**config.mk**
```make
export PLATFORM = sky130hd
export DESIGN_NAME = swrl_ctrl
export DESIGN_NICKNAME = d
export VERILOG_FILES = /design/src/rtl/assert_macros.svh /design/src/rtl/swrl_pkg.sv /design/src/rtl/swrl_ctrl.sv
export SDC_FILE = /design/constraint.sdc
export NUM_CORES = 1
export LEC_CHECK = 0
export BUFFER_PORTS_ARGS = -buffer_cell sky130_fd_sc_hd__buf_2
export CAP_MARGIN = 0
export CORE_MARGIN = 2
export CORE_UTILIZATION = 40
export DETAILED_ROUTE_END_ITERATION = 8
export HOLD_SLACK_MARGIN = 0.08
export PLACE_DENSITY = 0.65
export SLEW_MARGIN = 0
export SYNTH_ARGS = -nofsm -noshare
export SYNTH_HDL_FRONTEND = slang
export SYNTH_SLANG_ARGS = --single-unit
```
**constraint.sdc**
```tcl
create_clock -name i_clk -period 5.3 [get_ports i_clk]
set_input_delay 0.795 -clock i_clk [delete_from_list [all_inputs] [get_ports i_clk]]
set_output_delay 0.795 -clock i_clk [all_outputs]
set_load 0.1 [all_outputs]
```
**src/rtl/assert_macros.svh**
```systemverilog
// Assertion macros used by the rate limiter datapath.
`ifndef ASSERT_MACROS_SVH
`define ASSERT_MACROS_SVH

// Check that a condition holds at every clock edge outside reset.
`define SWRL_ASSERT_ALWAYS(lbl, expr, msg) \
    lbl: assert property (@(posedge i_clk) disable iff (!i_rst_n) (expr)) else $error(msg);

// Check that a condition in one cycle implies another in the next cycle.
`define SWRL_ASSERT_NEXT(lbl, ante, cons, msg) \
    lbl: assert property (@(posedge i_clk) disable iff (!i_rst_n) (ante) |=> (cons)) \
        else $error(msg);

`endif

```
**src/rtl/swrl_pkg.sv**
```systemverilog
// Shared types and constants of the sliding window rate limiter.
package swrl_pkg;

    // Default depths and client count
    localparam int SECOND_DEPTH_DEF = 64;
    localparam int MINUTE_DEPTH_DEF = 256;
    localparam int CLIENT_DEPTH_DEF = 64;
    localparam int NUM_CLIENTS_DEF  = 16;

    // Window lengths and time units
    localparam logic [31:0] SECOND_MS = 32'd1000;
    localparam logic [31:0] MINUTE_MS = 32'd60000;
    localparam int          MS_PER_S  = 1000;

    // Field and register widths
    localparam int TIME_W  = 32;
    localparam int CID_W   = 4;
    localparam int CNT_W   = 32;
    localparam int MPS_W   = 7;
    localparam int MPM_W   = 9;
    localparam int CMPM_W  = 7;
    localparam int CD_W    = 12;
    localparam int MCNT_W  = 9;
    localparam int CFG_W   = 12;
    localparam int CFGA_W  = 2;
    localparam int CMP_W   = 13;

    // Cooldown seconds from ms: dividend width and reciprocal of 1000,
    // exact for every dividend below 2^22 (ceil(2^32 / 1000), shift by 32)
    localparam int                 DIV_W      = 22;
    localparam int                 RECIP_W    = 23;
    localparam int                 RECIP_SH   = 32;
    localparam logic [RECIP_W-1:0] RECIP_1000 = 23'd4294968;

    // Configuration register indexes
    typedef enum logic [CFGA_W-1:0] {
        CFG_MAX_PER_SECOND        = 2'd0,
        CFG_MAX_PER_MINUTE        = 2'd1,
        CFG_CLIENT_MAX_PER_MINUTE = 2'd2,
        CFG_COOLDOWN_SECS         = 2'd3
    } t_cfg_idx;

    // Request kinds
    typedef enum logic [1:0] {
        REQ_CLIENT = 2'd0,
        REQ_GLOBAL = 2'd1,
        REQ_RESET  = 2'd2,
        REQ_STATUS = 2'd3
    } t_req;

    // Commands from controller to datapath
    typedef struct packed {
        logic clr_all;
        logic cool_clear;
        logic pop_sec;
        logic pop_min;
        logic pop_cli;
        logic set_cool;
        logic push;
        logic push_cli;
        logic inc_accept;
        logic inc_reject;
        logic rem_start;
        logic rem_step;
        logic out_load;
        logic admit;
    } t_cmd;

    // Status from datapath to controller
    typedef struct packed {
        t_req req_type;
        logic cooling;
        logic cool_expired;
        logic sec_exp;
        logic min_exp;
        logic cli_exp;
        logic glob_hit;
        logic cli_hit;
        logic out_free;
    } t_stat;

endpackage

```
**src/rtl/swrl_ctrl.sv**
```systemverilog
// Controller state machine of the rate limiter.
module swrl_ctrl
    import swrl_pkg::*;
(
    input  logic  i_clk,
    input  logic  i_rst_n,
    input  logic  i_in_valid,
    output logic  o_in_ready,
    input  t_stat i_stat,
    output t_cmd  o_cmd
);

    typedef enum logic [12:0] {
        S_IDLE = 13'h0001,
        S_DISP = 13'h0002,
        S_SRD  = 13'h0004,
        S_SCK  = 13'h0008,
        S_MRD  = 13'h0010,
        S_MCK  = 13'h0020,
        S_GLIM = 13'h0040,
        S_CRD  = 13'h0080,
        S_CCK  = 13'h0100,
        S_CLIM = 13'h0200,
        S_REM  = 13'h0400,
        S_DIV  = 13'h0800,
        S_FIN  = 13'h1000
    } t_state;

    t_state r_state, n_state;

    // Hold state
    always_ff @(posedge i_clk) begin
        if (!i_rst_n) begin
            r_state <= S_IDLE;
        end else begin
            r_state <= n_state;
        end
    end

    assign o_in_ready = (r_state == S_IDLE);

    // Sequence one item
    always_comb begin
        n_state = r_state;
        o_cmd   = '0;
        case (r_state)
            S_IDLE: begin
                if (i_in_valid) n_state = S_DISP;
            end
            S_DISP: begin
                case (i_stat.req_type)
                    REQ_RESET: begin
                        o_cmd.clr_all = 1'b1;
                        n_state       = S_REM;
                    end
                    REQ_STATUS: n_state = S_REM;
                    default: begin
                        if (i_stat.cooling && !i_stat.cool_expired) begin
                            o_cmd.inc_reject = 1'b1;
                            n_state          = S_REM;
                        end else begin
                            o_cmd.cool_clear = i_stat.cooling;
                            n_state          = S_SRD;
                        end
                    end
                endcase
            end
            S_SRD: n_state = S_SCK;
            S_SCK: begin
                if (i_stat.sec_exp) begin
                    o_cmd.pop_sec = 1'b1;
                    n_state       = S_SRD;
                end else begin
                    n_state = S_MRD;
                end
            end
            S_MRD: n_state = S_MCK;
            S_MCK: begin
                if (i_stat.min_exp) begin
                    o_cmd.pop_min = 1'b1;
                    n_state       = S_MRD;
                end else begin
                    n_state = S_GLIM;
                end
            end
            S_GLIM: begin
                if (i_stat.glob_hit) begin
                    o_cmd.set_cool   = 1'b1;
                    o_cmd.inc_reject = 1'b1;
                    n_state          = S_REM;
                end else if (i_stat.req_type == REQ_CLIENT) begin
                    n_state = S_CRD;
                end else begin
                    o_cmd.push       = 1'b1;
                    o_cmd.inc_accept = 1'b1;
                    o_cmd.admit      = 1'b1;
                    n_state          = S_REM;
                end
            end
            S_CRD: n_state = S_CCK;
            S_CCK: begin
                if (i_stat.cli_exp) begin
                    o_cmd.pop_cli = 1'b1;
                    n_state       = S_CRD;
                end else begin
                    n_state = S_CLIM;
                end
            end
            S_CLIM: begin
                if (i_stat.cli_hit) begin
                    o_cmd.inc_reject = 1'b1;
                end else begin
                    o_cmd.push       = 1'b1;
                    o_cmd.push_cli   = 1'b1;
                    o_cmd.inc_accept = 1'b1;
                    o_cmd.admit      = 1'b1;
                end
                n_state = S_REM;
            end
            S_REM: begin
                o_cmd.rem_start = 1'b1;
                n_state         = S_DIV;
            end
            // Seconds elapsed come from one registered multiply
            S_DIV: begin
                o_cmd.rem_step = 1'b1;
                n_state        = S_FIN;
            end
            S_FIN: begin
                if (i_stat.out_free) begin
                    o_cmd.out_load = 1'b1;
                    n_state        = S_IDLE;
                end
            end
            default: n_state = S_IDLE;
        endcase
    end

endmodule

```
## Yosys cells after proc, flatten, opt, wreduce, memory -nomap -nowiden

Index checks and enable logic that the tools add are counted.

- Bits in registers: 13
- Bits in latches: 0
- ROM bits: 0
- Bits of input ports: 13
- Memories: 0
- Word-level logic and storage cells: 61
- Output and inout bits: 15
- Bits in writable memories: 0

- Order comparisons: 0
- Shift operators: 0
- $add $sub $neg: 0
- Divide/modulo/power cells: 0
- Multiply operators: 0
- Equality and inequality tests: 17
- Reduce and logical (&&, ||, !) cells: 5
- Bitwise gates (word level): 0
- Multiplexer cells: 38

Operator list:

| operator | number |
|---|---|
| $pmux 13 s13 | 1 |
| $mux 13 | 4 |
| $mux 1 | 22 |
| $mux 11 | 2 |
| $eq 13x1->1 const B | 1 |
| $eq 13x10->1 const B | 1 |
| $eq 13x11->1 const B | 1 |
| $eq 13x12->1 const B | 1 |
| $eq 13x13->1 const B | 1 |
| $eq 13x2->1 const B | 1 |
| $eq 13x3->1 const B | 1 |
| $eq 13x4->1 const B | 1 |
| $eq 13x5->1 const B | 1 |
| $eq 13x6->1 const B | 1 |
| $eq 13x7->1 const B | 1 |
| $eq 13x8->1 const B | 1 |
| $eq 13x9->1 const B | 1 |
| $mux 10 | 1 |
| $mux 7 | 1 |
| $pmux 1 s2 | 3 |
| $mux 5 | 1 |
| $eq 2x2->1 const B | 2 |
| $ne 2x2->1 const B | 2 |
| $mux 3 | 1 |
| other kinds (7) | 7 |

## Longest topological paths before layout

Gate-level depths: netlist (run 1).

- Depth after elaboration: 5
- Mapped depth: 6

## Worst setup path before layout (run 1)

No wires, ideal clock.

- Path kind: flip-flop to output port
- Start: register r_state[3]
- End: output port o_cmd[3] (netlist bit)
- Path buffers: 1
- Cell stages (with the launch flop): 5
- Data required time: 4.505 ns
- Slack: 0.390 ns
- Data arrival time: 4.115 ns
- Cell sequence: dfxtp_1 -> buf_6 -> nor4_2 -> nand3_1 -> nor4b_1

RTL lines:

| element | RTL line | text |
|---|---|---|
| from (decl) | swrl_ctrl.sv:29 | `t_state r_state, n_state;` |
| from (signal assigned) | swrl_ctrl.sv:36 | `r_state <= n_state;` |
| to (decl) | swrl_ctrl.sv:10 | `output t_cmd o_cmd` |

==> results of run 1 <==
## final cells by class
cell class                      count  area (µm²)  share of cell area
Inverter                            5        18.8              0.0178
Multi-Input combinational cell     86         577               0.548
Clock buffer                        4        26.3              0.0250
Tap cell                           28        35.0              0.0333
Sequential cell                    13         260               0.247
Timing Repair Buffer               27         135               0.128
## critical path, stage by stage, from the launching register on
cell                      delay, ns
sky130_fd_sc_hd__dfxtp_1       0.40
sky130_fd_sc_hd__nor4_2        0.44
sky130_fd_sc_hd__nand3_1       0.22
sky130_fd_sc_hd__or4b_4        0.56
sky130_fd_sc_hd__o32ai_1       0.19
sky130_fd_sc_hd__buf_2         0.49
## Yosys cell counts, types with 3 or more instances
cell type and n:
sky130_fd_sc_hd__nor2_1 14, sky130_fd_sc_hd__dfxtp_1 13, sky130_fd_sc_hd__inv_1 5, sky130_fd_sc_hd__nand4_1 5, sky130_fd_sc_hd__nor3_1 5, sky130_fd_sc_hd__nor4b_1 5, sky130_fd_sc_hd__o21ai_0 5, sky130_fd_sc_hd__nand2_1 4
sky130_fd_sc_hd__nand3_1 4, sky130_fd_sc_hd__a21oi_1 3, sky130_fd_sc_hd__and2_1 3, sky130_fd_sc_hd__nor4_1 3, sky130_fd_sc_hd__or4_1 3
## final timing paths
path,from,end,slack (ns),depth (start not counted)
hold reg to reg,r_state[2],r_state[3],0.60,1
setup / recovery,r_state[3],o_cmd[0],1.92,5
hold / removal,r_state[2],r_state[3],0.60,1
setup reg to reg,r_state[3],r_state[0],3.31,5
## per-stage QoR
step / setup WS (ns) / power, µW / area (µm²) / cells / hold slack, ns
after floorplan: 0.390 / 192 / 887 / 108 / 0.515
after global placement: 2.32 / 212 / 1030 / 159 / 0.565
after detailed placement: 2.28 / 212 / 1030 / 159 / 0.584
after CTS: 1.95 / 275 / 1050 / 163 / 0.597
after global routing: 1.78 / 291 / 1050 / 163 / 0.637
final: 1.92 / 273 / 1050 / 163 / 0.597
## routing by layer
metal  up-vias  share of wire
met3         4          0.053
met5         -              0
li1        461              -
met4         0          0.017
met2        38           0.51
met1       438           0.42
## power by group through the flow
| stage | clock network (µW) | registers (µW) | logic (µW) |
|---|---|---|---|
| 4_1_cts | 64.0 | 112 | 99.2 |
| 5_1_grt | 69.6 | 114 | 108 |
| 2_1_floorplan | 0 | 108 | 83.7 |
| 3_3_place_gp | 0 | 114 | 97.7 |
| 6_report | 60.9 | 112 | 99.5 |
| 3_5_place_dp | 0 | 114 | 98.4 |
## cell families (layout without fill, tap and decap cells)
| kind of cell | after synthesis | count (layout) | synth area share |
|---|---|---|---|
| buf+inv | 9 | 36 | 0.0564 |
| compound gates | 16 | 16 | 0.121 |
| flops | 13 | 13 | 0.293 |
| simple gates | 67 | 67 | 0.499 |
| xor+xnor | 3 | 3 | 0.0296 |
==> summary.md, run 1 <==
| Metric | Value |
|---|---|
| Run status | `complete, no violations` |
| Via count | `941` |
| Starting DRT DRC Count | `22` |
| GR Overflow Total | `0` |
| Internal power contribution | `around 160 µW` |
| Worst hold-check path type | `flop to flop` |
| Met2 capacity usage during global routing | `0.327` |
| Horizontal extent of the die | `51.1 µm` |
| Final core area utilization | `0.490` |
| Most frequent cells in the layout | `27 x sky130_fd_sc_hd__buf_2, 14 x sky130_fd_sc_hd__nor2_1, 13 x sky130_fd_sc_hd__dfxtp_1` |
| Relative contribution of the clock network to total power | `0.223` |
| Vias in the first global route | `878` |
| Critical Path Fanout Max | `9` |
| Total negative setup slack | `0 ns` |
| Most frequently used flop master after synthesis | `sky130_fd_sc_hd__dfxtp_1` |
| Die Footprint | `2610 µm²` |
| Required time of the critical path | `4.51 ns` |
| Top Registers | `r_state x13` |
| Top post-synthesis cells by area | `sky130_fd_sc_hd__dfxtp_1 29%, sky130_fd_sc_hd__nor2_1 5.9%, sky130_fd_sc_hd__nor4b_1 4.9%` |
| Largest Register | `r_state` |
| Number of antenna violations at the first check in global routing | `0` |
| Most common library cell in the layout ignoring fill and taps | `sky130_fd_sc_hd__buf_2` |
| Met1 global-route usage | `0.210` |
| Remaining design rule violation count | `0` |
| CTS tree | `built` |
| Post-synthesis cell area | `887 µm²` |
| Count of distinct cell types in the synthesized netlist | `40` |
| Number of input and output port buffers inserted | `27` |
| Initial Utilization | `0.413` |
| Fillcell total | `230` |
| Share of flip-flops with an asynchronous set or reset after synthesis | `0` |
| Final setup skew | `0.00437 ns` |
| Number of vias per cell | `5.77` |
| Total CTS buffers | `3` |
| Number of endpoints with negative hold slack in the final report | `0` |
| P&R area growth vs syn | `18.6%` |
| Clock Pin Slew Worst Setup and Hold Paths | `0.08 ns` |
| Buffer count from post-CTS setup fixing | `0` |
| Number of sinks driven by the clock tree | `13` |
| Leakage power figure | `0.000497 µW` |
| Nature of the critical path startpoint | `flop` |
| Routed length per placed instance | `13.7 µm` |
| Ratio of cells with drive above 1 in the final layout | `0.289` |
| Fraction of power consumed by combinational cells | `0.365` |
| Slew at the pin closest to its max-slew limit | `approximately 0.5 ns` |
| Core Footprint | `2150 µm²` |
| Net switching power figure | `111 µW` |
| Deepest clock path buffer count | `2` |
| Fmax | `296 MHz` |
| Sum of net half-perimeters after detailed placement | `1710 µm` |
| Power Dens Cells | `259 nW/µm²` |
| Count of synthesis-stage warnings from yosys | `0` |
| Synthesized net count | `121` |
| Switching portion of total power | `0.406` |
| RSZ-0062 raised after global routing | `false` |
| Number of gates resized after cts | `0` |
| Synthesized flop and latch total | `13` |
| Wire length after detailed routing | `2230 µm` |
| GR Layer Usage met3 | `0.0322` |
| Number of detailed-routing iterations run before antenna repair | `4` |
| Cell type with the highest aggregate area in the netlist | `sky130_fd_sc_hd__dfxtp_1` |
| Root cell of the clock tree | `sky130_fd_sc_hd__clkbuf_4` |
| Std-Cell Rows | `17` |
| Critical Setup Path Class | `flop to output pin` |
| Mean post-synth cell area | `8.21 µm²` |
| Pin count of the biggest net entering global routing | `10` |
| Htree depth | `1` |
| Diodes inserted | `0` |
| Sequential fraction of design power | `0.412` |
| Residual antenna-violating net count after detailed routing | `0` |
| Max-cap violations | `0` |
| Global-route wire length before repair | `3680 µm` |
| Clk_lat worst skew | `0.27 ns` |
| Global route hottest layer | `met2` |
| Number of flops mapped to enable cells by yosys | `0` |
| Placer's final routability congestion estimate | `~0.86` |
| Sequential area share after synthesis | `0.293` |
| Fin nets | `149` |
| Highest ir drop seen on vdd | `around 0.00018 V` |
| Endpoints failing setup | `0` |
| Overall Global Routing Usage | `0.190` |
| Number of hold buffers added after cts | `0` |
| Area share of the leading cell type in the synthesized netlist | `0.293` |
| Max-slew headroom | `0.659` |
| I/O pin cnt | `28` |
| Max FFs per register | `13` |
| Critical Path Sink Type | `output pin` |
| Max-slew violation total from the final report | `0` |
| Height of the chip | `approximately 51 µm` |
| WP data arrival | `2.58 ns` |
| Post-route minimum period | `3.38 ns` |
| Final cycle utilization of the critical path | `0.637` |
| Instance count of the mapped netlist | `108` |
Power figures use the tool's default switching activity.
==> run 2: changes to the inputs <==
--- a/config.mk
+++ b/config.mk
@@ -11,7 +11,7 @@
 export CORE_UTILIZATION = 40
 export DETAILED_ROUTE_END_ITERATION = 8
 export HOLD_SLACK_MARGIN = 0.08
-export PLACE_DENSITY = 0.65
+export PLACE_DENSITY = 0.68
 export SLEW_MARGIN = 0
 export SYNTH_ARGS = -nofsm -noshare
 export SYNTH_HDL_FRONTEND = slang
==> constraint.sdc (replaced) <==
create_clock -name i_clk -period 3.02 [get_ports i_clk]
set_input_delay 0.453 -clock i_clk [delete_from_list [all_inputs] [get_ports i_clk]]
set_output_delay 0.453 -clock i_clk [all_outputs]
set_load 0.1 [all_outputs]
==> summary.md, run 2 (synthesis gave the netlist of run 1 again) <==
| Metric | Value |
|---|---|
| Fillcell total | `206 (-10%)` |
| Number of endpoints with negative hold slack in the final report | `0 (unchanged)` |
| Number of input and output port buffers inserted | `27 (unchanged)` |
| Max-slew headroom | `0.678 (+0.0197)` |
| Sequential cell area in the final layout | `260 µm² (unchanged)` |
| Delay of the slowest cell on the worst path | `0.58 ns (+0.02 ns)` |
| Number of detailed-routing iterations run before antenna repair | `4 (unchanged)` |
| Std-Cell Rows | `17 (unchanged)` |
| Initial Utilization | `0.413 (unchanged)` |
| WP data arrival | `2.49 ns (-0.09 ns)` |
| Routed length per placed instance | `13.0 µm (-4.9%)` |
| Max FFs per register | `13 (unchanged)` |
| Number of hold buffers added after cts | `0 (unchanged)` |
| Starting DRT DRC Count | `16 (-27%)` |
| Top Registers | `r_state x13` |
| Critical Path Sink Type | `output pin` |
| Vias in the first global route | `801 (-8.8%)` |
| Critical Setup Path Class | `flop to output pin` |
| Max-slew violation total from the final report | `0 (unchanged)` |
| Number of antenna violations at the first check in global routing | `0 (unchanged)` |
| Post-route cell area | `1120 µm² (+6.5%)` |
| Crit-path leading delay family | `simple AND/OR/NAND/NOR gates` |
| Multi-input gate area | `618 µm² (+7.2%)` |
| Worst hold-check path type | `primary input to flop` |
| Clock Pin Slew Worst Setup and Hold Paths | `0.08 ns (about the same)` |
| Crit path setup slack, layout | `0.0751 ns (-1.85 ns)` |
| Remaining design rule violation count | `0 (unchanged)` |
| Max-cap violations | `0 (unchanged)` |
| I/O pin cnt | `28 (unchanged)` |
| Endpoints failing setup | `0 (unchanged)` |
| Most frequent cells in the layout | `22 x sky130_fd_sc_hd__buf_2, 13 x sky130_fd_sc_hd__nor2_1, 13 x sky130_fd_sc_hd__dfxtp_1` |
| Horizontal extent of the die | `51.1 µm (unchanged)` |
| Final cycle utilization of the critical path | `0.975` |
| Run status | `complete, no violations` |
| Number of sinks driven by the clock tree | `13 (unchanged)` |
| Deepest clock path buffer count | `2 (unchanged)` |
| P&R area growth vs syn | `26.4%` |
| Critical Path Fanout Max | `9 (unchanged)` |
| Nature of the critical path startpoint | `flop` |
| Height of the chip | `51.1 µm (unchanged)` |
| Post-route minimum period | `~2.9 ns` |
| Residual antenna-violating net count after detailed routing | `0 (unchanged)` |
| Sum of net half-perimeters after detailed placement | `1660 µm (-3.3%)` |
| Slowest cell on crit path | `sky130_fd_sc_hd__or4b_4` |
| Total CTS buffers | `3 (unchanged)` |
| Final setup skew | `0.00167 ns (-0.00270 ns)` |
| Clk_lat worst skew | `0.27 ns (about the same)` |
| Pin count of the biggest net entering global routing | `10 (unchanged)` |
| Die Footprint | `2610 µm² (unchanged)` |
| Wire length after detailed routing | `2140 µm (-3.7%)` |
| Placer's final routability congestion estimate | `0.862 (-0.32%)` |
| Buffer count from post-CTS setup fixing | `0 (unchanged)` |
| CP cell instances | `nor4_2, nand3_1, or4b_4, o32ai_2, buf_4` |
| Largest Register | `r_state` |
| GR Overflow Total | `0 (unchanged)` |
| Highest ir drop seen on vdd | `0.000290 V (+64%)` |
| Fin nets | `151 (+1.3%)` |
| Diodes inserted | `0 (unchanged)` |
| Via count | `934 (-0.74%)` |
| Instance area after placement | `1080 µm² (+4.9%)` |
| Number of vias per cell | `5.66 (-1.9%)` |
| Fmax | `about 340 MHz` |
| Most common library cell in the layout ignoring fill and taps | `sky130_fd_sc_hd__buf_2` |
| Worst slack on hold paths | `0.432 ns (-0.165 ns)` |
| Bufs and invs on worst path | `1 (unchanged)` |
| Leakage power figure | `0.000511 µW (+2.8%)` |
| Total negative setup slack | `0 ns (unchanged)` |
| RSZ-0062 raised after global routing | `true` |
| Power Dens Cells | `434 nW/µm² (+67%)` |
| Overall Global Routing Usage | `0.177 (-0.0127)` |
| Global-route wire length before repair | `3550 µm (-3.4%)` |
| Ratio of cells with drive above 1 in the final layout | `0.343 (+0.0542)` |
| Required time of the critical path | `2.57 ns (-1.94 ns)` |
| Setup Slack @ Placement | `0.309 ns (-1.97 ns)` |
| Slew at the pin closest to its max-slew limit | `0.486 ns (-0.0215 ns)` |
| Htree depth | `1 (unchanged)` |
| CTS tree | `built` |
| Core Footprint | `2150 µm² (unchanged)` |
| Root cell of the clock tree | `sky130_fd_sc_hd__clkbuf_4` |
run 2: layout make-up:
class                           instances  area share
Tap cell                               28      0.0312
Timing Repair Buffer                   29       0.145
Inverter                                5      0.0167
Sequential cell                        13       0.232
Multi-Input combinational cell         86       0.551
Clock buffer                            4      0.0234
run 2: path summary, 6_finish.rpt:
check	start	slack (ns)	depth (start not counted)	end
worst max-delay path	r_state[2]	0.08	5	o_cmd[5]
worst min-delay path	i_in_valid	0.43	3	r_state[1]
worst max register to register	r_state[0]	1.01	5	r_state[3]
worst min register to register	r_state[1]	0.58	2	r_state[1]
run 2: tightest hold or removal path, cell delays in order:
cell and delay (ns):
sky130_fd_sc_hd__buf_2 0.09, sky130_fd_sc_hd__a21oi_1 0.05, sky130_fd_sc_hd__nor2_1 0.08
run 2: repair_timing:
item / CTS / global route
pin swaps: 0 / 0
setup endpoints to repair: 3 / 6
gates resized for setup: 0 / 9
run 2: per-stage QoR:
step	std cells	total power (µW)	utilization
after floorplan	108	340	-
after global placement	161	378	0.501
after detailed placement	161	382	0.501
after CTS	165	491	0.513
after global routing	165	516	0.522
final	165	486	0.522
run 2: routing by layer:
layer,vias up,share of wire,track usage
met5,-,0,0
met4,0,0.0079,0.0541
met3,3,0.060,0.0175
met2,37,0.49,0.303
met1,427,0.44,0.232
li1,467,-,-
run 2: where the power goes:
group          internal (µW)  total, µW  switching [µW]  leakage (µW)
Combinational           56.1        181             125      0.000391
Clock                   51.2        107            56.3     0.0000150
Sequential               180        197            17.1      0.000105
Total                    287        486             199      0.000511
